$ cat src/rtl/linear_probe_index_map_unit_assert.svh
// ---------------------------------------------------------------------------
// Assertion macros for linear_probe_index_map_unit
// Clocked, reset-gated property wrappers shared by the RTL checks.
// ---------------------------------------------------------------------------
`ifndef LINEAR_PROBE_INDEX_MAP_UNIT_ASSERT_SVH
`define LINEAR_PROBE_INDEX_MAP_UNIT_ASSERT_SVH

// same-cycle implication
`define LPIM_ASSERT_NOW(lbl, ante, cons, msg) \
  lbl: assert property (@(posedge clk) disable iff (!rst_n) (ante) |-> (cons)) \
    else $error(msg);

// next-cycle implication
`define LPIM_ASSERT_NEXT(lbl, ante, cons, msg) \
  lbl: assert property (@(posedge clk) disable iff (!rst_n) (ante) |=> (cons)) \
    else $error(msg);

`endif

$ cat src/rtl/lpim_ram.sv
// ---------------------------------------------------------------------------
// lpim_ram
// Generic simple dual-port RAM: one write port, one registered read port.
// ---------------------------------------------------------------------------
`default_nettype none

module lpim_ram #(
  parameter int WIDTH = 8,
  parameter int DEPTH = 16
) (
  input  wire logic                     clk,
  input  wire logic                     we,
  input  wire logic [$clog2(DEPTH)-1:0] waddr,
  input  wire logic [WIDTH-1:0]         wdata,
  input  wire logic [$clog2(DEPTH)-1:0] raddr,
  output logic      [WIDTH-1:0]         rdata
);

  logic [WIDTH-1:0] mem [DEPTH];
  logic [WIDTH-1:0] rdata_r;

  always_ff @(posedge clk) begin
    if (we) begin
      mem[waddr] <= wdata;
    end
    rdata_r <= mem[raddr];
  end

  assign rdata = rdata_r;

endmodule

`default_nettype wire

$ cat config.mk
export PLATFORM = sky130hd
export DESIGN_NAME = lpim_ram
export DESIGN_NICKNAME = d
export VERILOG_FILES = /design/src/rtl/linear_probe_index_map_unit_assert.svh /design/src/rtl/lpim_ram.sv
export SDC_FILE = /design/constraint.sdc
export NUM_CORES = 1
export LEC_CHECK = 0
export BUFFER_PORTS_ARGS = -buffer_cell sky130_fd_sc_hd__buf_2
export CORE_ASPECT_RATIO = 0.7
export CORE_MARGIN = 3
export CORE_UTILIZATION = 30
export CTS_CLUSTER_SIZE = 25
export DETAILED_ROUTE_END_ITERATION = 12
export SKIP_LAST_GASP = 1
export SLEW_MARGIN = 20
export SYNTH_ARGS = -nofsm -noshare
export SYNTH_HDL_FRONTEND = slang
export SYNTH_SLANG_ARGS = --single-unit
$ cat constraint.sdc
create_clock -name clk -period 2 [get_ports clk]
set_input_delay 0.2 -clock clk [delete_from_list [all_inputs] [get_ports clk]]
set_output_delay 0.2 -clock clk [all_outputs]
set_load 0.01 [all_outputs]
==> results.toml <==
[timing]
rsz0062_at_grt = "false"
slew_headroom_pct = 68.8
fin_setup_tns_ns = 0
whs_ns = 0.170
min_period_ns = 1.41
period_share_pct = 70.4
finalMaxSlewViolations = 0
fmax_mhz = 711
tightest_slew_ns = 0.469
hold_viol = 0
setup_viol = 0
finClkSkew_ns = 0.00846

[drt]
vias_per_cell = 4.84
route.detailed.drc = 0
wl_met1_um = 4880
drt_iter0_markers = 278
routed_wl_um = 10500
dr_wl_met2_um = 4540
drt_pass1_iterations = 5
routed-wl-met3_um = 922
routed.top_layer = "met5"
drt-wirelength-per-cell_um = 20.0
vias = 2532
ant_nets = 0

[global_route]
grt_pass1_wl_um = 16100
grt_max_degree = 33
antenna_found_initial = 1
grt_overflow = 0
track_usage_pct = 12.1
grt_pass1_vias = 2635

[die]
core_um2 = 16500
die_area_um2 = 18800
rows = 39
dieHeight_um = 116
io_pins = 26
start_util_pct = 31.1
chipWidth_um = 163

[setup_path]
start_kind = "register"
path_delay_family = "multiplexers"
path_cells = "mux4_1, a22oi_1, nand2_1"
crit_slowest_cell = "mux4_1"
max_stage_delay_ns = 0.53
required_ns = 2.29
critPathMaxFanout = 1
cp-end-kind = "register"
critPathKind = "register to register"
worst-path-buf-inv = 0
cp.arrival_ns = 1.69

[yosys]
synth_warnings = 0
synthesis.nets = 247
avgSynthCellArea_um2 = 22.5
seq_area_frac_synth_pct = 77.8
synthesis.area_um2 = 5150
syn-instance-count = 229
ys_ff_latch = 136
yosysUniqueCellTypes = 19

[layout]
fin_cells = 523
final_core_util_pct = 37.8
final_common_cell = "edfxtp_1"
final_cell_mix = "edfxtp_1 (128), buf_2 (25), buf_4 (21)"
diodes = 0
fillers = 1484
syn2layout_area_growth_pct = 21.5
drive_gt1_share_pct = 32.6
final_nets = 303

[job]
max-cap-violations = 0

[cts]
numCtsBuffers = 17
clock_path_buffers = 2
cts_tree = "yes"
clkTransAtPathRegs_ns = 0.06
h-tree-depth = 4
insertion_delay_ns = 0.41
cts-root-buf = "clkbuf_16"
cts-resized-gates = 0
ctsHoldBuffers = 0
cts_setup_buffers = 0
clkSinkCount = 136

[worst_hold_path]
hp-class = "input pin to register"

[placement]
io_buffers = 25
dp_hpwl_um = 6870
gp_congestion = 0.720
place_inst = 491

[power_and_ir_drop]
peakVddDrop_mv = 0.515
power_leakage_nw = 2.11
p_per_area_nw_per_um2 = 1060

[outcome]
status = "completed"
[cells by family after synthesis]
| logic type | share of synthesized area [%] |
|---|---|
| flip-flops | 77.8 |
| AND/OR/NAND/NOR | 3.18 |
| multiplexers | 15.0 |
| AO/OA/AOI/OAI | 2.33 |
| buffers and inverters | 1.68 |
[synthesized netlist by cell type]
cell type	number	area [um2]
a22oi_1	16	120
and2_1	1	6.26
and2b_1	1	7.51
buf_2	3	15.0
buf_4	1	7.51
buf_6	3	33.8
clkdlybuf4s25_2	3	30.0
dfxtp_1	8	160
edfxtp_1	128	3840
mux4_1	14	368
mux4_2	18	405
nand2_1	9	33.8
nand2b_1	2	12.5
nand3_1	1	5.00
nand3b_1	2	15.0
nor2_1	13	48.8
nor2b_1	1	6.26
nor3_1	4	20.0
or3b_2	1	8.76
[per-stage QoR]
stage	total power [mW]	setup slack [ns]	cell area, um2
floorplan	3.43	0.307	5150
global placement	3.56	0.289	5650
detailed placement	3.57	0.277	5650
CTS	6.71	0.586	6250
global route	6.86	0.516	6250
finish	6.65	0.593	6250
[layout make-up]
type / count / area [um2] / share of cell area, %
sequential: 136 / 4000 / 64.0
multi-input combinational: 83 / 1060 / 16.9
clock buffer: 20 / 457 / 7.30
timing repair buffer: 47 / 303 / 4.84
tap: 225 / 282 / 4.50
clock inverter: 12 / 150 / 2.40
[power breakdown]
group | internal (mW) | total (mW) | switching, mW
Combinational | 0.129 | 0.303 | 0.173
Sequential | 3.19 | 3.21 | 0.0212
Clock | 2.02 | 3.14 | 1.12
Total | 5.33 | 6.65 | 1.32
[sequential cells by signal, summed over array words and instances (netlist names)]
name and count:
rdata 8, mem 128
[worst paths after layout]
kind / from / to / slack, ns / cells after the start
setup / recovery: mem[2][0]$_DFFE_PP_ / rdata[0]$_DFF_P_ / 0.59 / 3
setup reg to reg: mem[2][0]$_DFFE_PP_ / rdata[0]$_DFF_P_ / 0.59 / 3
hold reg to reg: mem[6][4]$_DFFE_PP_ / rdata[4]$_DFF_P_ / 0.68 / 3
hold / removal: wdata[7] / mem[15][7]$_DFFE_PP_ / 0.17 / 1
[metal layers]
metal | vias to the layer above | track usage, %
li1 | 1088 | -
met1 | 1328 | 17.2
met2 | 101 | 17.1
met3 | 13 | 4.89
met4 | 2 | 3.55
met5 | - | 0
Note: power is estimated with default switching activity, not from simulation.
