--- src/rtl/linear_probe_index_map_unit_assert.svh ---
// ---------------------------------------------------------------------------
// Assertion macros for linear_probe_index_map_unit
// Clocked, reset-gated property wrappers shared by the RTL checks.
// ---------------------------------------------------------------------------
`ifndef LINEAR_PROBE_INDEX_MAP_UNIT_ASSERT_SVH
`define LINEAR_PROBE_INDEX_MAP_UNIT_ASSERT_SVH

// same-cycle implication
`define LPIM_ASSERT_NOW(lbl, ante, cons, msg) \
  lbl: assert property (@(posedge clk) disable iff (!rst_n) (ante) |-> (cons)) \
    else $error(msg);

// next-cycle implication
`define LPIM_ASSERT_NEXT(lbl, ante, cons, msg) \
  lbl: assert property (@(posedge clk) disable iff (!rst_n) (ante) |=> (cons)) \
    else $error(msg);

`endif

--- src/rtl/lpim_pkg.sv ---
// ---------------------------------------------------------------------------
// lpim_pkg
// Widths, command and status codes, and FSM type for the index map.
// ---------------------------------------------------------------------------
`default_nettype none

package lpim_pkg;

  localparam int KEY_W   = 32;
  localparam int SLOT_W  = 12;
  localparam int CNT_W   = 13;
  localparam int CMD_W   = 2;
  localparam int STAT_W  = 3;
  localparam int ENT_W   = SLOT_W + KEY_W;
  localparam int PADDR_W = 3;
  localparam int PDATA_W = 32;

  localparam int DEF_TABLE_ENTRIES = 4096;
  localparam int DEF_SLOT_COUNT    = 4096;

  localparam logic [CNT_W-1:0] CAP_RESET = 13'd4096;

  // register select is paddr[2]
  localparam logic REG_CAP_LIMIT = 1'b0;

  localparam logic [CMD_W-1:0] CMD_LOOKUP = 2'd0;
  localparam logic [CMD_W-1:0] CMD_INSERT = 2'd1;
  localparam logic [CMD_W-1:0] CMD_CLEAR  = 2'd2;

  localparam logic [STAT_W-1:0] STAT_FOUND     = 3'd0;
  localparam logic [STAT_W-1:0] STAT_ADDED     = 3'd1;
  localparam logic [STAT_W-1:0] STAT_NOT_FOUND = 3'd2;
  localparam logic [STAT_W-1:0] STAT_PRESENT   = 3'd3;
  localparam logic [STAT_W-1:0] STAT_CAP_FULL  = 3'd4;
  localparam logic [STAT_W-1:0] STAT_INVALID   = 3'd5;

  typedef enum logic [1:0] {
    S_IDLE,
    S_HASH,
    S_PROBE,
    S_CLEAR
  } lpim_state_t;

endpackage

`default_nettype wire

--- src/rtl/lpim_hash.sv ---
// ---------------------------------------------------------------------------
// lpim_hash
// Home index of a key: key mod TABLE_ENTRIES. Mask for a power of two,
// otherwise a reciprocal multiply and a subtract, each registered.
// ---------------------------------------------------------------------------
`default_nettype none

module lpim_hash #(
  parameter int TABLE_ENTRIES = lpim_pkg::DEF_TABLE_ENTRIES
) (
  input  wire logic                             clk,
  input  wire logic                             rst_n,
  input  wire logic                             start,
  input  wire logic [lpim_pkg::KEY_W-1:0]       key,
  output logic                                  done,
  output logic [$clog2(TABLE_ENTRIES)-1:0]      rem
);

  import lpim_pkg::*;

  localparam int  IDX_W = $clog2(TABLE_ENTRIES);
  localparam bit  POW2  = (TABLE_ENTRIES & (TABLE_ENTRIES - 1)) == 0;

  logic             done_r;
  logic [IDX_W-1:0] rem_r;

  generate
    if (POW2) begin : g_mask
      always_ff @(posedge clk) begin
        if (!rst_n) begin
          done_r <= 1'b0;
        end else begin
          done_r <= start;
        end
        if (start) begin
          rem_r <= key[IDX_W-1:0];
        end
      end
    end else begin : g_div
      // quotient = key * ceil(2^SH / N) >> SH, exact for every 32-bit key;
      // the remainder is below N, so its low IDX_W bits are all we need
      localparam int          SH         = KEY_W + IDX_W;
      localparam logic [64:0] RECIP_FULL = ((65'd1 << SH) + 65'(TABLE_ENTRIES) - 65'd1)
                                           / 65'(TABLE_ENTRIES);
      localparam logic [32:0] RECIP      = RECIP_FULL[32:0];
      localparam logic [IDX_W-1:0] DIV_LO = IDX_W'(TABLE_ENTRIES);

      logic             run_r;
      logic [IDX_W-1:0] quo_r;
      logic [IDX_W-1:0] key_lo_r;
      logic [64:0]      prod;

      assign prod = 65'(key) * 65'(RECIP);

      always_ff @(posedge clk) begin
        if (!rst_n) begin
          run_r  <= 1'b0;
          done_r <= 1'b0;
        end else begin
          run_r  <= start;
          done_r <= run_r;
        end
        if (start) begin
          quo_r    <= prod[SH +: IDX_W];
          key_lo_r <= key[IDX_W-1:0];
        end
        if (run_r) begin
          rem_r <= key_lo_r - quo_r * DIV_LO;
        end
      end
    end
  endgenerate

  assign done = done_r;
  assign rem  = rem_r;

endmodule

`default_nettype wire

--- config.mk ---
export PLATFORM = sky130hd
export DESIGN_NAME = lpim_hash
export DESIGN_NICKNAME = d
export VERILOG_FILES = /design/src/rtl/linear_probe_index_map_unit_assert.svh /design/src/rtl/lpim_pkg.sv /design/src/rtl/lpim_hash.sv
export SDC_FILE = /design/constraint.sdc
export NUM_CORES = 1
export LEC_CHECK = 0
export BUFFER_PORTS_ARGS = -buffer_cell sky130_fd_sc_hd__buf_4
export CORE_AREA = 2 2 39 41
export DETAILED_ROUTE_END_ITERATION = 10
export DIE_AREA = 0 0 41 43
export PLACE_DENSITY = 0.73
export SLEW_MARGIN = 0
export SYNTH_ARGS = -nofsm -noshare
export SYNTH_HDL_FRONTEND = slang
export SYNTH_SLANG_ARGS = --single-unit
export TNS_END_PERCENT = 30
--- constraint.sdc ---
create_clock -name clk -period 1.05 [get_ports clk]
set_input_delay 0.1575 -clock clk [delete_from_list [all_inputs] [get_ports clk]]
set_output_delay 0.1575 -clock clk [all_outputs]
set_load 0.02 [all_outputs]
==> out/qor.yml <==
die_area_um2: 1763
synthesis.instances: 14
dpl.cell_count: 57
synth-seq-cells: 13
cp.required_ns: 0.89
startpoint_type: "flip-flop"
grt_max_degree: 14
synth_seq_area_share: 0.9838
drive_gt1_frac: 0.6667
start_util: 0.2794
path_cells: "buf_4"
tns_ns: 0
crit_buf_inv: 1
die_height_um: 43
pre_cts_ws_ns: 0.3652
ctsResizeCount: 0
drc: 0
ys_types: 3
htreeDepth: 1
grt-ovfl-total: 0
ctsHoldBuffers: 0
antenna_found_initial: 0
n_fill_cell: 125
first_pass_iters: 1
path_class: "flip-flop to primary output"
final_cells: 61
core_um2: 1384
cap_violations: 0
cts_tree: "yes"
synth.cell_area_um2: 386.6
first_global_vias: 253
post_dp_cell_area_um2: 609.3
ff_latch_area_um2: 380.4
grtUsageTotal: 0.1039
cts.reportedPaths.clkPinSlew_ns: 0.07
viasPerCell: 4.262
layout.nets: 81
io_pins: 48
ant_nets: 0
cpMaxStageDelayCell: "edfxtp_1"
grt_setup_unrepaired: "no"
cp_max_fo: 1
arrival_ns: 0.82
fmax_mhz: 1021
rows: 14
vias: 260
synth.avg_cell_area_um2: 27.62
cts_setup_buffers: 0
synth_nets: 49
period_needed_ns: 0.9792
status: "completed"
power.leakage_uw: 0.0002735
portBuffers: 27
vdd_drop_max_mv: 0.7750
slowest_delay_ns: 0.38
slew_viol_final: 0
cp-end-kind: "primary output"
fin_crit_sh: 0.9326
setup_ws_ns: 0.07075
clk_root_buffer_cell: "clkbuf_4"
avgRoutedWirePerCell_um: 12.62
diodes: 0
crit_cells: 1
hp-class: "input port to flip-flop"
hold_viol: 0
cts_made_buffers: 3
drtIter0Drc: 0
clockBufferDepth: 2
gp_congestion: 0.6413
multi_input_area_um2: 6.256
min_path_cells: 1
stdcell_area_um2: 635.6
maxSlewHeadroom: 0.8926
mostFrequentLayoutCell: "buf_4"
die_w_um: 41
grt_first_pass_wirelength_um: 1104
numClockSinks: 13
powerDensity_nw_per_um2: 1690
setup_viol: 0
layout_common_cells: "buf_4 (27), edfxtp_1 (12), clkbuf_4 (3)"
ys_warn_count: 0
crit_family: "flip-flops"
area_growth_pct: 64.40
finalWirelength_um: 770
worstMarginPinSlew_ns: 0.1612
[cell type report]
class	count	share of cell area
Sequential cell	13	0.5984
Clock buffer	4	0.04134
Multi-Input combinational cell	1	0.009843
Timing Repair Buffer	27	0.3189
Tap cell	16	0.03150
[registers in the layout (all words and copies together) (netlist names)]
| register | count |
|---|---|
| rem | 12 |
| done | 1 |
[per-layer routing]
metal  GRT usage  vias to the layer above  routed length, µm
li1            -                      116                  -
met1      0.1185                      116                299
met2      0.1375                       28                306
met3     0.07330                        0                163
met4     0.06000                        0                  0
met5           0                        -                  0
[synth_stat cells]
master	number	area (µm²)
dfxtp_1	1	20.02
and2_1	1	6.260
edfxtp_1	12	360.4
[power breakdown]
part	internal [µW]	leakage [µW]	total (µW)	switching, µW
combinational	79.3	0.000133	158	78.9
sequential	609	0.000126	619	10.8
clock	147	0.0000150	296	149
[path summary, 6_finish.rpt]
| kind | end | start |
|---|---|---|
| worst max-delay path | rem[0] | rem[0]$_DFFE_PP_ |
| worst min-delay path | rem[2]$_DFFE_PP_ | key[2] |
[per-stage QoR]
step / total power, µW / utilization / hold WS, ns
after floorplan: 684.6 / - / 0.2564
after global placement: 789.0 / 0.4403 / 0.3363
after detailed placement: 792.0 / 0.4403 / 0.3370
after CTS: 1096 / 0.4593 / 0.04637
after global routing: 1134 / 0.4593 / 0.04133
final: 1074 / 0.4593 / 0.05905
[cell families (layout without fill, tap and decap cells)]
logic type	after synthesis	in the layout	synth area share
simple gates	1	1	0.01619
flops	13	13	0.9838
buf+inv	0	31	0
No activity file was read; power rests on OpenSTA's default activity.
