==> src/rtl/linear_probe_index_map_unit_assert.svh <==
// ---------------------------------------------------------------------------
// Assertion macros for linear_probe_index_map_unit
// Clocked, reset-gated property wrappers shared by the RTL checks.
// ---------------------------------------------------------------------------
`ifndef LINEAR_PROBE_INDEX_MAP_UNIT_ASSERT_SVH
`define LINEAR_PROBE_INDEX_MAP_UNIT_ASSERT_SVH

// same-cycle implication
`define LPIM_ASSERT_NOW(lbl, ante, cons, msg) \
  lbl: assert property (@(posedge clk) disable iff (!rst_n) (ante) |-> (cons)) \
    else $error(msg);

// next-cycle implication
`define LPIM_ASSERT_NEXT(lbl, ante, cons, msg) \
  lbl: assert property (@(posedge clk) disable iff (!rst_n) (ante) |=> (cons)) \
    else $error(msg);

`endif

==> src/rtl/lpim_pkg.sv <==
// ---------------------------------------------------------------------------
// lpim_pkg
// Widths, command and status codes, and FSM type for the index map.
// ---------------------------------------------------------------------------
`default_nettype none

package lpim_pkg;

  localparam int KEY_W   = 32;
  localparam int SLOT_W  = 12;
  localparam int CNT_W   = 13;
  localparam int CMD_W   = 2;
  localparam int STAT_W  = 3;
  localparam int ENT_W   = SLOT_W + KEY_W;
  localparam int PADDR_W = 3;
  localparam int PDATA_W = 32;

  localparam int DEF_TABLE_ENTRIES = 4096;
  localparam int DEF_SLOT_COUNT    = 4096;

  localparam logic [CNT_W-1:0] CAP_RESET = 13'd4096;

  // register select is paddr[2]
  localparam logic REG_CAP_LIMIT = 1'b0;

  localparam logic [CMD_W-1:0] CMD_LOOKUP = 2'd0;
  localparam logic [CMD_W-1:0] CMD_INSERT = 2'd1;
  localparam logic [CMD_W-1:0] CMD_CLEAR  = 2'd2;

  localparam logic [STAT_W-1:0] STAT_FOUND     = 3'd0;
  localparam logic [STAT_W-1:0] STAT_ADDED     = 3'd1;
  localparam logic [STAT_W-1:0] STAT_NOT_FOUND = 3'd2;
  localparam logic [STAT_W-1:0] STAT_PRESENT   = 3'd3;
  localparam logic [STAT_W-1:0] STAT_CAP_FULL  = 3'd4;
  localparam logic [STAT_W-1:0] STAT_INVALID   = 3'd5;

  typedef enum logic [1:0] {
    S_IDLE,
    S_HASH,
    S_PROBE,
    S_CLEAR
  } lpim_state_t;

endpackage

`default_nettype wire

==> src/rtl/lpim_engine.sv <==
// ---------------------------------------------------------------------------
// lpim_engine
// Request sequencer: clear sweep, linear probe over the entry RAM with one
// read issued per cycle, and the insert write-back.
// ---------------------------------------------------------------------------
`default_nettype none

module lpim_engine #(
  parameter int TABLE_ENTRIES = lpim_pkg::DEF_TABLE_ENTRIES,
  parameter int SLOT_COUNT    = lpim_pkg::DEF_SLOT_COUNT
) (
  input  wire logic                                  clk,
  input  wire logic                                  rst_n,
  input  wire logic                                  start,
  input  wire logic [lpim_pkg::CMD_W-1:0]            in_cmd,
  input  wire logic [lpim_pkg::KEY_W-1:0]            in_key,
  output logic                                       busy,
  input  wire logic [lpim_pkg::CNT_W-1:0]            cap_limit,
  output logic                                       hash_start,
  input  wire logic                                  hash_done,
  input  wire logic [$clog2(TABLE_ENTRIES)-1:0]      hash_rem,
  output logic                                       ram_we,
  output logic [$clog2(TABLE_ENTRIES)-1:0]           ram_waddr,
  output logic [lpim_pkg::ENT_W-1:0]                 ram_wdata,
  output logic [$clog2(TABLE_ENTRIES)-1:0]           ram_raddr,
  input  wire logic [lpim_pkg::ENT_W-1:0]            ram_rdata,
  output logic                                       out_valid,
  output logic [lpim_pkg::STAT_W-1:0]                out_status,
  output logic [lpim_pkg::SLOT_W-1:0]                out_slot
);

  import lpim_pkg::*;

  localparam int IDX_W = $clog2(TABLE_ENTRIES);
  localparam logic [IDX_W-1:0] LAST_IDX  = IDX_W'(TABLE_ENTRIES - 1);
  localparam logic [16:0]      SLOT_LIM  = 17'(SLOT_COUNT);

  lpim_state_t       state_r, state_nxt;
  logic [KEY_W-1:0]  key_r, key_nxt;
  logic              ins_r, ins_nxt;
  logic [IDX_W-1:0]  idx_r, idx_nxt;
  logic [IDX_W-1:0]  vis_r, vis_nxt;
  logic [CNT_W-1:0]  alloc_r, alloc_nxt;
  logic              clr_resp_r, clr_resp_nxt;
  logic              res_valid_r, res_valid_nxt;
  logic [STAT_W-1:0] res_status_r, res_status_nxt;
  logic [SLOT_W-1:0] res_slot_r, res_slot_nxt;

  logic              accept;
  logic              probe_go;
  logic [KEY_W-1:0]  q_key;
  logic [SLOT_W-1:0] q_slot;
  logic              hit, empty, last_visit;
  logic [IDX_W-1:0]  idx_inc;
  logic [16:0]       lim;
  logic              can_alloc;
  logic              ins_write;

  assign accept = start && !busy;
  assign q_key  = ram_rdata[KEY_W-1:0];
  assign q_slot = ram_rdata[ENT_W-1:KEY_W];
  assign hit    = (q_key == key_r);
  assign empty  = (q_key == '0);
  assign last_visit = (vis_r == LAST_IDX);
  assign idx_inc = (idx_r == LAST_IDX) ? '0 : idx_r + IDX_W'(1);
  assign lim = (17'(cap_limit) > SLOT_LIM) ? SLOT_LIM : 17'(cap_limit);
  assign can_alloc = 17'(alloc_r) < lim;
  assign ins_write = (state_r == S_PROBE) && !hit && empty && ins_r && can_alloc;

  always_comb begin
    unique case (in_cmd)
      CMD_LOOKUP, CMD_INSERT: probe_go = (in_key != '0);
      default:                probe_go = 1'b0;
    endcase
  end

  // next state
  always_comb begin
    state_nxt = state_r;
    unique case (state_r)
      S_IDLE: begin
        if (accept && in_cmd == CMD_CLEAR) begin
          state_nxt = S_CLEAR;
        end else if (accept && probe_go) begin
          state_nxt = S_HASH;
        end
      end
      S_HASH: begin
        if (hash_done) begin
          state_nxt = S_PROBE;
        end
      end
      S_PROBE: begin
        if (hit || empty || last_visit) begin
          state_nxt = S_IDLE;
        end
      end
      S_CLEAR: begin
        if (idx_r == LAST_IDX) begin
          state_nxt = S_IDLE;
        end
      end
      default: state_nxt = S_IDLE;
    endcase
  end

  // FSM outputs
  always_comb begin
    busy       = (state_r != S_IDLE);
    hash_start = accept && probe_go;
    ram_we     = (state_r == S_CLEAR) || ins_write;
    ram_waddr  = idx_r;
    ram_wdata  = (state_r == S_CLEAR) ? '0 : {alloc_r[SLOT_W-1:0], key_r};
    unique case (state_r)
      S_HASH:  ram_raddr = hash_rem;
      S_PROBE: ram_raddr = idx_inc;   // prefetch the next entry
      default: ram_raddr = idx_r;
    endcase
  end

  // datapath
  always_comb begin
    key_nxt        = key_r;
    ins_nxt        = ins_r;
    idx_nxt        = idx_r;
    vis_nxt        = vis_r;
    alloc_nxt      = alloc_r;
    clr_resp_nxt   = clr_resp_r;
    res_valid_nxt  = 1'b0;
    res_status_nxt = res_status_r;
    res_slot_nxt   = res_slot_r;
    unique case (state_r)
      S_IDLE: begin
        if (accept) begin
          key_nxt = in_key;
          ins_nxt = (in_cmd == CMD_INSERT);
          idx_nxt = '0;
          vis_nxt = '0;
          if (in_cmd == CMD_CLEAR) begin
            clr_resp_nxt = 1'b1;
          end else if (!probe_go) begin
            res_valid_nxt  = 1'b1;
            res_status_nxt = STAT_INVALID;
            res_slot_nxt   = '0;
          end
        end
      end
      S_HASH: begin
        if (hash_done) begin
          idx_nxt = hash_rem;
        end
      end
      S_PROBE: begin
        idx_nxt = idx_inc;
        vis_nxt = vis_r + IDX_W'(1);
        if (hit) begin
          res_valid_nxt  = 1'b1;
          res_status_nxt = ins_r ? STAT_PRESENT : STAT_FOUND;
          res_slot_nxt   = ins_r ? '0 : q_slot;
        end else if (empty) begin
          res_valid_nxt = 1'b1;
          res_slot_nxt  = '0;
          if (!ins_r) begin
            res_status_nxt = STAT_NOT_FOUND;
          end else if (can_alloc) begin
            res_status_nxt = STAT_ADDED;
            res_slot_nxt   = alloc_r[SLOT_W-1:0];
            alloc_nxt      = alloc_r + CNT_W'(1);
          end else begin
            res_status_nxt = STAT_CAP_FULL;
          end
        end else if (last_visit) begin
          // wrapped all the way round: no key, no hole
          res_valid_nxt  = 1'b1;
          res_status_nxt = STAT_INVALID;
          res_slot_nxt   = '0;
        end
      end
      S_CLEAR: begin
        idx_nxt = idx_inc;
        if (idx_r == LAST_IDX) begin
          alloc_nxt    = '0;
          clr_resp_nxt = 1'b0;
          if (clr_resp_r) begin
            res_valid_nxt  = 1'b1;
            res_status_nxt = STAT_FOUND;
            res_slot_nxt   = '0;
          end
        end
      end
      default: ;
    endcase
  end

  always_ff @(posedge clk) begin
    if (!rst_n) begin
      state_r     <= S_CLEAR;   // clearing pass after reset
      idx_r       <= '0;
      alloc_r     <= '0;
      clr_resp_r  <= 1'b0;
      res_valid_r <= 1'b0;
    end else begin
      state_r     <= state_nxt;
      idx_r       <= idx_nxt;
      alloc_r     <= alloc_nxt;
      clr_resp_r  <= clr_resp_nxt;
      res_valid_r <= res_valid_nxt;
    end
    key_r        <= key_nxt;
    ins_r        <= ins_nxt;
    vis_r        <= vis_nxt;
    res_status_r <= res_status_nxt;
    res_slot_r   <= res_slot_nxt;
  end

  assign out_valid  = res_valid_r;
  assign out_status = res_status_r;
  assign out_slot   = res_slot_r;

endmodule

`default_nettype wire

==> config.mk <==
export PLATFORM = sky130hd
export DESIGN_NAME = lpim_engine
export DESIGN_NICKNAME = d
export VERILOG_FILES = /design/src/rtl/linear_probe_index_map_unit_assert.svh /design/src/rtl/lpim_pkg.sv /design/src/rtl/lpim_engine.sv
export SDC_FILE = /design/constraint.sdc
export NUM_CORES = 1
export LEC_CHECK = 0
export BUFFER_PORTS_ARGS = -buffer_cell sky130_fd_sc_hd__buf_2
export CAP_MARGIN = 20
export CORE_MARGIN = 1.5
export CORE_UTILIZATION = 51
export DETAILED_ROUTE_END_ITERATION = 7
export PLACE_DENSITY = 0.92
export SETUP_SLACK_MARGIN = 0.5
export SLEW_MARGIN = 20
export SYNTH_ARGS = -nofsm -noshare
export SYNTH_HDL_FRONTEND = slang
export SYNTH_SLANG_ARGS = --single-unit
==> constraint.sdc <==
create_clock -name clk -period 3.9 [get_ports clk]
set_input_delay 0.39 -clock clk [delete_from_list [all_inputs] [get_ports clk]]
set_output_delay 0.39 -clock clk [all_outputs]
set_load 0.005 [all_outputs]
==> results, run 1 <==
- Counting I/O delays and the setup requirement, the final critical path takes 3249 ps.
- CTS saw 89 sinks.
- In this run, synthesis produced a sequential element count of 89.
- The number of violations of the max-capacitance limit is 0.
- The initial utilization of the core area, before any placement, comes to 52.97%.
- After clock tree synthesis, the clock-pin slew on the worst setup and hold paths is 90 ps.
- After detailed routing, the number of remaining DRC violations is 0.
- The net count after synthesis is 717.
- The achievable clock frequency is 307.8 MHz.
- For this block, the via count after detailed routing is 5,417.
- For this run, the total global-route usage over all layers was measured as 27.30%.
- The first global-routing pass estimated 24,300 um of wire.
- The startpoint of the worst setup timing path is alloc_r[4]$_SDFFE_PN0P_.
- In this design, the stage delay of the slowest critical-path cell is 620 ps.
- From bottom edge to top edge, the die measures 107.0 um.
- In the final layout, the share of cells above drive strength 1 is 29.18%.
- The number of fill cells is 840.
- At the worst endpoint, the required time is 3510 ps.
- TritonCTS built the clock tree.
- The number of antenna violations at the first check in global routing is 0.
- The total power divided by cell area is 530.4 mW/mm2.
- The post-synthesis cell type count is 57.
- The worst setup path is launched from a flop.
- The count of antenna-violating nets left after detailed routing is 0.
- The insertion delay of the later-clocked pin in the worst-skew pair is 370 ps.
- The die outline width is 107.0 um.
- After layout, the worst path uses 83.30% of the clock period.
- For this design the static power due to leakage is 2.829 nW.
- The area enclosed by the die boundary is 0.01145 mm2.
- 194 I/O pins were placed.
- Summing internal, switching and leakage power gives 3.603 mW.
- The number of violations reported at the end of detailed-routing iteration 0 is 500.
- In this run, placement finished with an instance count of 898.
- The cell count after synthesis is 591.
- For this run, the number of standard cells in the final layout without fillers is 914.
- The actual transition at the worst max-transition pin is 974.3 ps.
- The largest net degree at the start of global routing is 35.
- The signal on the critical path passes through ha_1 > a21oi_1 > o21ai_1 > o211ai_1 > nand2_1 > or4_4 > nand2_1 > buf_2.
- After floorplanning, the core was divided into 37 placement rows.
- The number of buffers between clock root and the deepest sink is 2.
- IR analysis of the VDD net gives a maximum drop of 371.9 uV.
- The mean instance size in the synthesized netlist is 9.336 um2.
- Data on the critical path arrives at its endpoint at 2860 ps.
- For this run, the detailed router's first-pass iteration total came to 8.
- The number of global-route vias before repair was 4,921.
- On the critical path, the stage with the largest delay is an instance of sky130_fd_sc_hd__or4_4.
- The worst setup path is of the reg -> out kind.
- Setup violations remaining at the end of the flow were counted as 0.
- Counting the buffers created by CTS gives 9.
- Compared with the post-synthesis result, the final layout area differs by 23.11%.
- The worst register-to-register path has a setup slack of 1010 ps.
- OpenSTA, run right after detailed placement, puts the worst setup slack at 800.2 ps.
- The setup fix buffers added after clock tree synthesis is 0.
- The most prevalent standard cell on the critical path is sky130_fd_sc_hd__nand2_1.
- The predominant post-synthesis flop cell is sky130_fd_sc_hd__edfxtp_1.
- The class of the worst hold path is in -> reg.
- The number of antenna cells inserted is 0.
- The worst clock skew on the final layout is 10.92 ps.
- Once detailed placement completed, the half-perimeter wirelength came to 11,970 um.
- The CTS root buffer is sky130_fd_sc_hd__clkbuf_8.
- The post-layout net count is 899.
- The sum of negative setup slack is 0 ps.
- The total wire length is 15,880 um.
- The total count of hold-check failures in the final report is 0.
- In the final routed layout, each cell accounts on average for 17.37 um.
- The number of warnings printed during yosys synthesis is 0.
- The hold path startpoint is in_key[25].
- In this run the cell area of the synthesized design comes to 0.005518 mm2.
- The worst-case headroom to the max-slew limit is 35.05%.
- The part of the Yosys area used for sequential elements is 43.17%.
- After synthesis, the share of flip-flops with an asynchronous set or reset is 0%.
- Across all setup checks in the final design, the least slack found is 651.4 ps.
- The largest fanout of any net on the critical path is 10.
- The endpoint kind of the worst setup timing path is a primary output.
- In this run, post-CTS repair resized a total of 0 instances.
- In this run, post-CTS hold repair placed 0 buffers.
- The final RePlAce weighted congestion is 0.9090.
- The aggregate global routing overflow is 0.
- The maximum level of the CTS H-tree is 3.
- The flow ran to the end, and the final reports show no timing, DRC or antenna violations.
- The beginning of the worst register-to-register path is alloc_r[4]$_SDFFE_PN0P_.
- Using the TritonRoute via totals, the vias-per-cell ratio works out to 5.927.
- Setup repair after global routing left no endpoint under its margin.
- The core footprint is 0.01042 mm2.
- The number of port buffers is 193.
- The number of max-slew violations in the final report came to 0.
- The number of enable flip-flop cells after synthesis is 60.
## worst paths after layout
path / endpoint / cells past startpoint
setup / recovery: ram_we / 8
hold / removal: key_r[25]$_DFFE_PP_ / 1
setup reg to reg: alloc_r[2]$_SDFFE_PN0P_ / 8
hold reg to reg: clr_resp_r$_SDFFE_PN0P_ / 2
## logic make-up after synthesis
group / synth area share [%]
buf+inv: 3.174
xor+xnor: 7.778
simple gates: 24.24
mux: 0.7257
fa+ha+maj: 4.308
compound gates: 16.60
flops: 43.17
## registers in the layout (all words and copies together) (netlist names)
signal and cells:
ins_r 1, alloc_r 13, out_slot 12, out_valid 1
key_r 32, out_status 3, clr_resp_r 1, ram_waddr 12
vis_r 12, state_r 2
## final cells by class
class,instances,area (um2),area share [%]
clock buffers,10,127.6,1.879
inverters,13,48.80,0.7184
clock inverters,6,48.80,0.7184
flip-flops and latches,89,2382,35.07
multi-input cells,458,2982,43.89
well taps,136,170.2,2.505
repair buffers,202,1033,15.21
## layer usage
metal / up-vias / track usage, % / wire length [um]
li1: 2556 / - / -
met1: 2506 / 34.52 / 6327
met2: 318 / 45.15 / 7621
met3: 37 / 7.234 / 1524
met4: 0 / 9.524 / 403
met5: - / 0 / 0
## critical path, delay by kind of cell, from the launching register on
kind                     cells  cell delay, ps
buffers and inverters        1             110
AO/OA/AOI/OAI                3             580
adder cells (fa/ha/maj)      1             330
AND/OR/NAND/NOR              3             910
flip-flops                   1             560
## per-stage QoR
| step | utilization [%] | cell area [um2] | hold WS, ps |
|---|---|---|---|
| 2_1_floorplan | - | 5518 | 437.8 |
| 5_1_grt | 65.21 | 6793 | 188.8 |
| 4_1_cts | 65.21 | 6793 | 200.3 |
| 3_5_place_dp | 63.52 | 6616 | 481.0 |
| 3_3_place_gp | 63.45 | 6609 | 469.1 |
| 6_report | 65.21 | 6793 | 204.7 |
## report_power, final
| part | leakage [nW] | switching, mW | internal (mW) |
|---|---|---|---|
| combinational | 1.95 | 1.01 | 0.638 |
| clock | 0.0878 | 0.355 | 0.239 |
| sequential | 0.791 | 0.127 | 1.23 |
| total | 2.83 | 1.49 | 2.11 |
## synthesized netlist by cell type, types with 14 or more instances
library cell	n	area [um2]
sky130_fd_sc_hd__nand3_1	14	70.07
sky130_fd_sc_hd__xor2_1	43	376.6
sky130_fd_sc_hd__ha_1	19	237.7
sky130_fd_sc_hd__a21oi_1	17	85.08
sky130_fd_sc_hd__nor4_1	26	162.7
sky130_fd_sc_hd__nor2_1	43	161.4
sky130_fd_sc_hd__a22o_1	20	175.2
sky130_fd_sc_hd__o21ai_0	32	160.2
sky130_fd_sc_hd__clkbuf_1	27	101.4
sky130_fd_sc_hd__edfxtp_1	60	1802
sky130_fd_sc_hd__nand2_1	75	281.5
sky130_fd_sc_hd__dfxtp_1	29	580.6
sky130_fd_sc_hd__nor2b_1	43	269.0
## placed cells by master, fill, tap and decap left out, drive strengths merged, types with 6 or more instances in the layout
cell type / n
buf: 202
nand2: 75
edfxtp: 60
xor2: 43
nor2: 43
nor2b: 43
o21ai: 33
dfxtp: 29
nor4: 28
a22o: 20
ha: 19
a21oi: 17
inv: 15
nand3: 14
and3: 13
o31ai: 12
nand4: 11
a22oi: 11
clkbuf: 10
o311ai: 7
xnor2: 6
Note: power is estimated with default switching activity, not from simulation.
==> run 2: changes to the inputs <==
--- a/config.mk
+++ b/config.mk
@@ -5,12 +5,13 @@
 export SDC_FILE = /design/constraint.sdc
 export NUM_CORES = 1
 export LEC_CHECK = 0
+export ABC_AREA = 1
 export BUFFER_PORTS_ARGS = -buffer_cell sky130_fd_sc_hd__buf_2
 export CAP_MARGIN = 20
 export CORE_MARGIN = 1.5
-export CORE_UTILIZATION = 51
+export CORE_UTILIZATION = 47
 export DETAILED_ROUTE_END_ITERATION = 7
-export PLACE_DENSITY = 0.92
+export PLACE_DENSITY = 0.89
 export SETUP_SLACK_MARGIN = 0.5
 export SLEW_MARGIN = 20
 export SYNTH_ARGS = -nofsm -noshare
==> constraint.sdc (replaced) <==
create_clock -name clk -period 2.9 [get_ports clk]
set_input_delay 0.29 -clock clk [delete_from_list [all_inputs] [get_ports clk]]
set_output_delay 0.29 -clock clk [all_outputs]
set_load 0.005 [all_outputs]
==> run 2 against run 1 <==
Compared with the run above: synthesized area up 6.2%; total power up 71%; critical path depth up 9; combinational power up 81%; sequential power up 43%; global-route usage down 2.8 points; clock power up 110%; synthesized cell count up 43%; worst setup slack worse by 340 ps; utilization down 1.7 points; highest routed layer unchanged.
==> results, run 2 <==
- The share of layout cells above drive strength 1 is 27.00%.
- The flow ran to the end, and the final reports show no timing, DRC or antenna violations.
- Port buffering added 193 buffers.
- In this run the biggest area consumer among cell types represents 30.74% of the synthesized area.
- In this run the power density over the cells is 800.9 mW/mm2.
- Yosys attributes the largest share of cell area to sky130_fd_sc_hd__edfxtp_1, sky130_fd_sc_hd__nand2_1, sky130_fd_sc_hd__nor2_1, sky130_fd_sc_hd__dfxtp_1, sky130_fd_sc_hd__inv_1.
- The post-route clock period utilization is 89.15%.
- Setup total negative slack on the finished layout was measured at 0 ps.
- The number of max-slew violations in the final report is 0.
- The largest fanout of any net on the critical path is 8.
- The actual transition at the worst max-transition pin is 635.0 ps.
- The smallest clock period supported by the final layout is computed as 2585 ps.
- For this design, the sink count on the clock tree is 89.
- The total wire length is 16,770 um.
- Across the run, the number of max-cap violations was 0.
- The clock-pin slew reported for the worst setup and hold paths after clock tree synthesis is 60 ps.
- In this run the static leakage power is 3.680 nW.
- The CTS root buffer is sky130_fd_sc_hd__clkbuf_16.
- Dividing the synthesized area by the synthesized cell count gives 6.945 um2.
- The starting utilization of the core area is 48.40%.
- The arrival time at the worst endpoint is 2300 ps.
- The floorplan step defined a die boundary enclosing 0.01315 mm2.
- The total area inside the core boundary comes to 0.01211 mm2.
- For this run, the post-layout net count is 1,169.
- The most frequent standard cell in the layout excluding fill and tap cells is sky130_fd_sc_hd__nand2_1.
- In the routed design, unresolved DRC markers number 0.
- The number of enable flip-flop cells after synthesis is 60.
- In the final layout, flip-flops and latches occupy 0.002392 mm2.
- The cell count after synthesis is 844.
- The post-synthesis cell type count is 41.
- The largest registers in the layout are key_r x32, alloc_r x13.
- The library cells used most frequently in the layout, excluding fill and tap cells, are sky130_fd_sc_hd__nand2_1, sky130_fd_sc_hd__buf_2, sky130_fd_sc_hd__nor2_1.
- The total count of hold-check failures in the final report is 0.
- In this run the tightest slew margin relative to its limit is 57.67%.
- The later pin in the worst-skew pair is clocked with a latency of 350 ps.
- Pin placement for this block handled 194 I/O pins.
- Global routing used 24.52% of the available tracks across all layers.
- Global routing finished with a remaining overflow of 0.
- At the worst endpoint, the required time is 2610 ps.
- The net count after synthesis is 970.
- The number of fill cells is 1,068.
- The area growth from synthesis to layout is 31.16%.
- The part of the Yosys area used for sequential elements is 40.64%.
- The register with the most flip-flops in the layout has 32 of them.
- In this run, CTS created clock tree buffers numbering 9.
- The clock passes through at most 2 buffers.
- The via count of the routed design is 6,231.
- The number of warnings printed during yosys synthesis is 0.
- The per-cell routed wire length is 13.79 um.
- On the final layout, the worst clock skew is 8.855 ps.
- The worst setup path is captured at a primary output.
- The worst setup path is launched from an input port.
- The largest net degree at the start of global routing is 58.
- In the synthesized netlist, the cells that appear most often are sky130_fd_sc_hd__nand2_1, sky130_fd_sc_hd__nor2_1, sky130_fd_sc_hd__inv_1.
- The final RePlAce weighted congestion is 0.8996.
- Of all flip-flops after synthesis, the portion carrying an async set or reset was 0%.
- The largest register by flop count is key_r.
- Based on the critical path, the design can be clocked at up to 386.8 MHz.
- After the first detailed-routing iteration, the DRC count stood at 463.
- The total standard cell area after synthesis is 0.005862 mm2.
- Before antenna repair, the detailed router went through 6 iterations.
- The first global-routing pass estimated 25,480 um of wire.
- In this run the remaining antenna-violating nets after routing total 0.
- The number of global-route vias before repair came to 5,604.
- The kind of critical path is in -> out.
- The class of the worst hold path is in -> reg.
- The final-report setup violation count is 0.
- In this run the vertical extent of the chip is 114.7 um.
- The floorplan has 40 rows.
- The maximum vdd drop is 568.5 uV.
- The cell type contributing the most total cell area after synthesis is sky130_fd_sc_hd__edfxtp_1.
- For this run, the leading register cell type out of synthesis is sky130_fd_sc_hd__edfxtp_1.
- The number of antenna cells inserted is 0.
- The number of register bits inferred by synthesis is 89.
- The wire-length estimate of the detail-placed layout is 12,060 um.
- The multi-input combinational cells in the finished layout cover a total of 0.003216 mm2.
- Setup repair after global routing could not meet its margin everywhere.
- In the post-synthesis netlist, the cell with the most instances is sky130_fd_sc_hd__nand2_1.
- The number of antenna violations at the first check in global routing was 0.
- CTS built an H-tree with a depth of 3.
- Using the TritonRoute via totals, the vias-per-cell ratio works out to 5.124.
- The clock tree from TritonCTS is yes.
- The die outline width is 114.7 um.
- The internal reg-to-reg setup slack is 710 ps.
- The core occupancy in the finished layout is 63.48%.
run 2: changes by cell type in the layout (fill, tap and decap cells not counted), sizes merged, moves of 12 or more:
cell | previous run | this run
o31ai | 12 | 0
nand3 | 14 | 41
nand2 | 75 | 240
xor2 | 43 | 4
nor2b | 43 | 0
nor2 | 43 | 163
and3 | 13 | 1
a22o | 20 | 0
inv | 15 | 116
a21oi | 17 | 39
nor4 | 28 | 4
run 2: per-stage QoR:
stage	instances	total power, mW	setup WS [ps]	area, um2	hold slack (ps)
2_1_floorplan	844	3.633	584.2	5862	388.9
3_3_place_gp	1190	4.544	202.0	7004	459.5
3_5_place_dp	1190	4.619	108.1	7004	469.0
4_1_cts	1209	5.938	440.4	7436	125.1
5_1_grt	1216	6.630	197.9	7689	124.4
6_report	1216	6.158	314.5	7689	135.0
run 2: kinds of logic (layout without fill, tap and decap cells):
logic type | count (synthesis) | count (layout) | synth area share, %
fa+ha+maj | 19 | 19 | 4.056
simple gates | 474 | 477 | 33.28
compound gates | 100 | 100 | 9.712
xor+xnor | 20 | 20 | 2.988
flops | 89 | 89 | 40.64
buf+inv | 142 | 343 | 9.328
run 2: repair_timing:
| item | in CTS | in global routing |
|---|---|---|
| hold endpoints to repair | 0 | 0 |
| gates resized for setup | 24 | 54 |
| cloned | 0 | 3 |
| hold buffers | 0 | 0 |
| pin swaps | 8 | 16 |
| buffers inserted | 3 | 4 |
| endpoints found under the setup margin | 17 | 41 |
run 2: layer usage:
| metal | vias up | global-route usage (%) | part of all wire [%] |
|---|---|---|---|
| met5 | - | 0 | 0 |
| met3 | 39 | 4.553 | 8.7 |
| met4 | 0 | 9.083 | 2.5 |
| met1 | 2774 | 29.90 | 41 |
| met2 | 312 | 43.07 | 48 |
| li1 | 3106 | - | - |
run 2: worst paths after layout:
check                           cells past startpoint                         to                       from
worst max register to register                     14  out_slot[4]$_SDFFCE_PN0P_        key_r[10]$_DFFE_PP_
worst min-delay path                                1        key_r[20]$_DFFE_PP_                 in_key[20]
worst max-delay path                               17                     ram_we               cap_limit[9]
worst min register to register                      2  ram_waddr[6]$_SDFFE_PN0P_  ram_waddr[6]$_SDFFE_PN0P_
run 2: worst max-delay path: stages:
cell	delay, ps
sky130_fd_sc_hd__buf_2	120
sky130_fd_sc_hd__nor4_4	240
sky130_fd_sc_hd__and2_1	180
sky130_fd_sc_hd__nand3_2	80
sky130_fd_sc_hd__nand2_4	160
sky130_fd_sc_hd__nand2_4	80
sky130_fd_sc_hd__ha_4	270
sky130_fd_sc_hd__nand2_2	40
sky130_fd_sc_hd__nor2_2	120
sky130_fd_sc_hd__nand2_1	80
sky130_fd_sc_hd__nor2_1	120
sky130_fd_sc_hd__nand2_1	90
sky130_fd_sc_hd__nand2_2	110
sky130_fd_sc_hd__inv_2	60
sky130_fd_sc_hd__nand2_4	60
sky130_fd_sc_hd__nand2_1	50
sky130_fd_sc_hd__buf_2	140
run 2: power breakdown:
| group | internal, mW | leakage [nW] | switching, mW | total, mW |
|---|---|---|---|---|
| Combinational | 1.15 | 2.73 | 1.82 | 2.98 |
| Sequential | 1.70 | 0.796 | 0.246 | 1.95 |
| Clock | 0.747 | 0.159 | 0.487 | 1.23 |
| Total | 3.60 | 3.68 | 2.55 | 6.16 |
run 2: cell type report:
cell class	count	share of cell area, %
sequential	89	31.11
inverter	118	5.777
timing repair buffer	209	14.52
clock inverter	7	1.107
clock buffer	9	2.929
tap	168	2.734
multi-input combinational	616	41.82
==> run 3: changes to the inputs <==
--- a/config.mk
+++ b/config.mk
@@ -9,9 +9,10 @@
 export BUFFER_PORTS_ARGS = -buffer_cell sky130_fd_sc_hd__buf_2
 export CAP_MARGIN = 20
 export CORE_MARGIN = 1.5
-export CORE_UTILIZATION = 47
+export CORE_UTILIZATION = 35
+export CTS_BUF_LIST = sky130_fd_sc_hd__clkbuf_8
 export DETAILED_ROUTE_END_ITERATION = 7
-export PLACE_DENSITY = 0.89
+export PLACE_DENSITY = 0.72
 export SETUP_SLACK_MARGIN = 0.5
 export SLEW_MARGIN = 20
 export SYNTH_ARGS = -nofsm -noshare
==> run 3 against run 2 <==
Compared with the run above: count of clock-buffer cells in the layout unchanged; sequential share of layout area grew 0.22 points; register-to-register slack gained 40 ps; critical endpoint unchanged; highest routed layer is now met5.
==> results, run 3 (same netlist as run 2, synthesis figures left out) <==
- The run finished with clean final reports.
- The kind of critical path is in -> out.
- The number of clock buffers inserted by TritonCTS is 9.
- The footprint of the flip-flops and latches is 0.002400 mm2.
- The final-report setup violation count is 0.
- The detailed router finished its first iteration with 473 violations.
- Max-cap violations in this run came to 0.
- The placed instance area is 0.007092 mm2.
- The most frequent standard cell in the layout excluding fill and tap cells is sky130_fd_sc_hd__nand2_1.
- Detailed placement ended at an HPWL of 12,740 um.
- IR analysis of the VDD net gives a maximum drop of 426.9 uV.
- For this design, the sink count on the clock tree is 89.
- During I/O placement, the number of pins put on the boundary was 194.
- The total power divided by cell area is 759.8 mW/mm2.
- At the worst endpoint, the required time is 2610 ps.
- The share of layout cells above drive strength 1 is 27.21%.
- The sum of negative setup slack is 0 ps.
- For this design the static power due to leakage is 3.632 nW.
- The maximum level of the CTS H-tree is 3.
- The post-route clock period utilization is 87.73%.
- The largest registers in the layout are key_r x32, alloc_r x13.
- Clock latency on the worst-skew pair, taken at its later pin, is 390 ps.
- The largest fanout of any net on the critical path is 8.
- The largest net degree at the start of global routing is 34.
- The number of global-route vias before repair came to 5,607.
- The number of core rows is 47.
- The number of buffers between clock root and the deepest sink is 2.
- In the routed design, unresolved DRC markers number 0.
- In the final design database the tool counted 1,172 nets.
- The actual transition at the worst max-transition pin is 477.0 ps.
- The signal on the critical path passes through buf_6 > nor4_2 > and2_4 > nand3_4 > nand2_8 > nand2_4 > ha_4 > nand2_2 > nor2_2 > nand2_1 > nor2_2 > nand2_2 > nand2_2 > inv_2 > nand2_4 > nand2_4 > buf_6.
- The type of element launching the critical path is an input port.
- The per-cell routed wire length is 13.28 um.
- After routing the design area is 0.007659 mm2.
- The critical path's largest stage delay is 310 ps.
- In this run the tightest slew margin relative to its limit is 68.17%.
- The floorplan step set the die height to 132.4 um.
- The region available for standard cell placement spans 0.01647 mm2.
- The largest register by flop count is key_r.
- The register with the most flip-flops in the layout has 32 of them.
- The tightest min-delay check is of the in -> reg type.
- The library cells used most frequently in the layout, excluding fill and tap cells, are sky130_fd_sc_hd__nand2_1, sky130_fd_sc_hd__buf_2, sky130_fd_sc_hd__nor2_1.
- The die covers 0.01753 mm2.
- The number of fill cells is 1,649.
- The achievable clock frequency is 393.1 MHz.
- The detail route stage leaves a number of antenna-violating nets equal to 0.
- The number of max-slew violations in the final report is 0.
- In this run the horizontal extent of the chip is 132.4 um.
- On the critical path the largest part of the delay comes from simple AND/OR/NAND/NOR gates.
- For this run, the detailed router's first-pass iteration total came to 6.
- The global-route usage over all layers is 18.69%.
- Across all layers, the routed design uses 6,091 vias.
- The worst setup path is captured at a primary output.
- The wire length of the first global-routing pass is 26,480 um.
- The total wire length is 16,880 um.
- The final RePlAce weighted congestion is 0.8906.
- Setup repair after global routing could not meet its margin everywhere.
- The arrival time at the worst endpoint is 2250 ps.
- The worst clock skew on the final layout is 21.28 ps.
- The vias per cell is 4.792.
- The count of buffer and inverter cells on the critical path is 3.
- The root buffer cell chosen for the clock tree is sky130_fd_sc_hd__clkbuf_8.
- The initial utilization of the core area, before any placement, comes to 35.60%.
- The synthesis-to-finish area growth is 30.65%.
- The worst-path cell with the longest stage delay is sky130_fd_sc_hd__nor4_2.
- The number of port buffers is 193.
- The number of antenna violations at the first check in global routing is 1.
- The aggregate global routing overflow is 0.
- The clock tree from TritonCTS is yes.
- The total count of hold-check failures in the final report is 0.
- The area of combinational cells with multiple inputs is 0.003182 mm2.
- The repair_antennas step left the layout with diodes totalling 0.
- The clock-pin slew reported for the worst setup and hold paths after clock tree synthesis is 110 ps.
- For the finished layout, the period the worst path requires is 2544 ps.
- For this design, the CTS-stage hold fixing added 0 buffers.
[run 3: changes by cell type in the layout (fill, tap and decap cells not counted), sizes merged]
cell / previous run / this run
bufinv: 2 / 0
clkinv: 7 / 6
buf: 209 / 214
inv: 116 / 118
clkinvlp: 0 / 1
nand4: 14 / 12
[run 3: cell type report]
class                      instances  share of cell area (%)
clock buffer                       9                   1.617
clock inverter                     7                  0.9639
inverter                         118                   5.865
multi-input combinational        614                   41.55
sequential                        89                   31.33
tap                              220                   3.594
timing repair buffer             214                   15.08
[run 3: path summary, 6_finish.rpt]
check / end / cells past startpoint / slack (ps) / start
worst max register to register: out_slot[3]$_SDFFCE_PN0P_ / 11 / 750 / vis_r[0]$_SDFFCE_PN0P_
worst max-delay path: ram_we / 17 / 360 / cap_limit[8]
worst min-delay path: key_r[26]$_DFFE_PP_ / 1 / 90 / in_key[26]
worst min register to register: clr_resp_r$_SDFFE_PN0P_ / 2 / 500 / clr_resp_r$_SDFFE_PN0P_
[run 3: repair_timing]
item                       4_1_cts  5_1_grt
setup endpoints to repair       27       44
resized for setup               19       48
cloned                           0        1
pin swaps                        8       18
setup buffers                    2        7
[run 3: report_power, final]
part	internal, mW	total (mW)	switching [mW]
Clock	0.336	0.855	0.519
Combinational	1.20	3.03	1.83
Sequential	1.70	1.93	0.229
[run 3: routing by layer]
metal,GRT usage [%],vias to the layer above,wire length [um]
met5,0,-,13
met3,3.640,31,1115
met1,23.95,2733,7531
met4,7.204,2,398
met2,31.21,225,7820
li1,-,3100,-
[run 3: worst reg2reg max path: cells and delay by family, from the launching register on]
| family | cells | cell delay, ps |
|---|---|---|
| AOI/OAI and AO/OA | 1 | 220 |
| and+or+nand+nor | 7 | 770 |
| buffers and inverters | 2 | 300 |
| DFF | 1 | 390 |
| adders and majority gates | 1 | 180 |
[run 3: through the flow]
| step | power, mW | util [%] | std cells | worst slack [ps] | hold slack, ps |
|---|---|---|---|---|---|
| floorplan | 3.633 | - | 844 | 584.2 | 388.9 |
| global placement | 4.637 | 43.07 | 1245 | 201.2 | 464.5 |
| detailed placement | 4.677 | 43.07 | 1245 | 129.9 | 480.8 |
| CTS | 5.601 | 44.76 | 1263 | 399.1 | 71.59 |
| global route | 6.290 | 46.51 | 1271 | 234.5 | 70.09 |
| finish | 5.819 | 46.51 | 1271 | 355.9 | 91.99 |
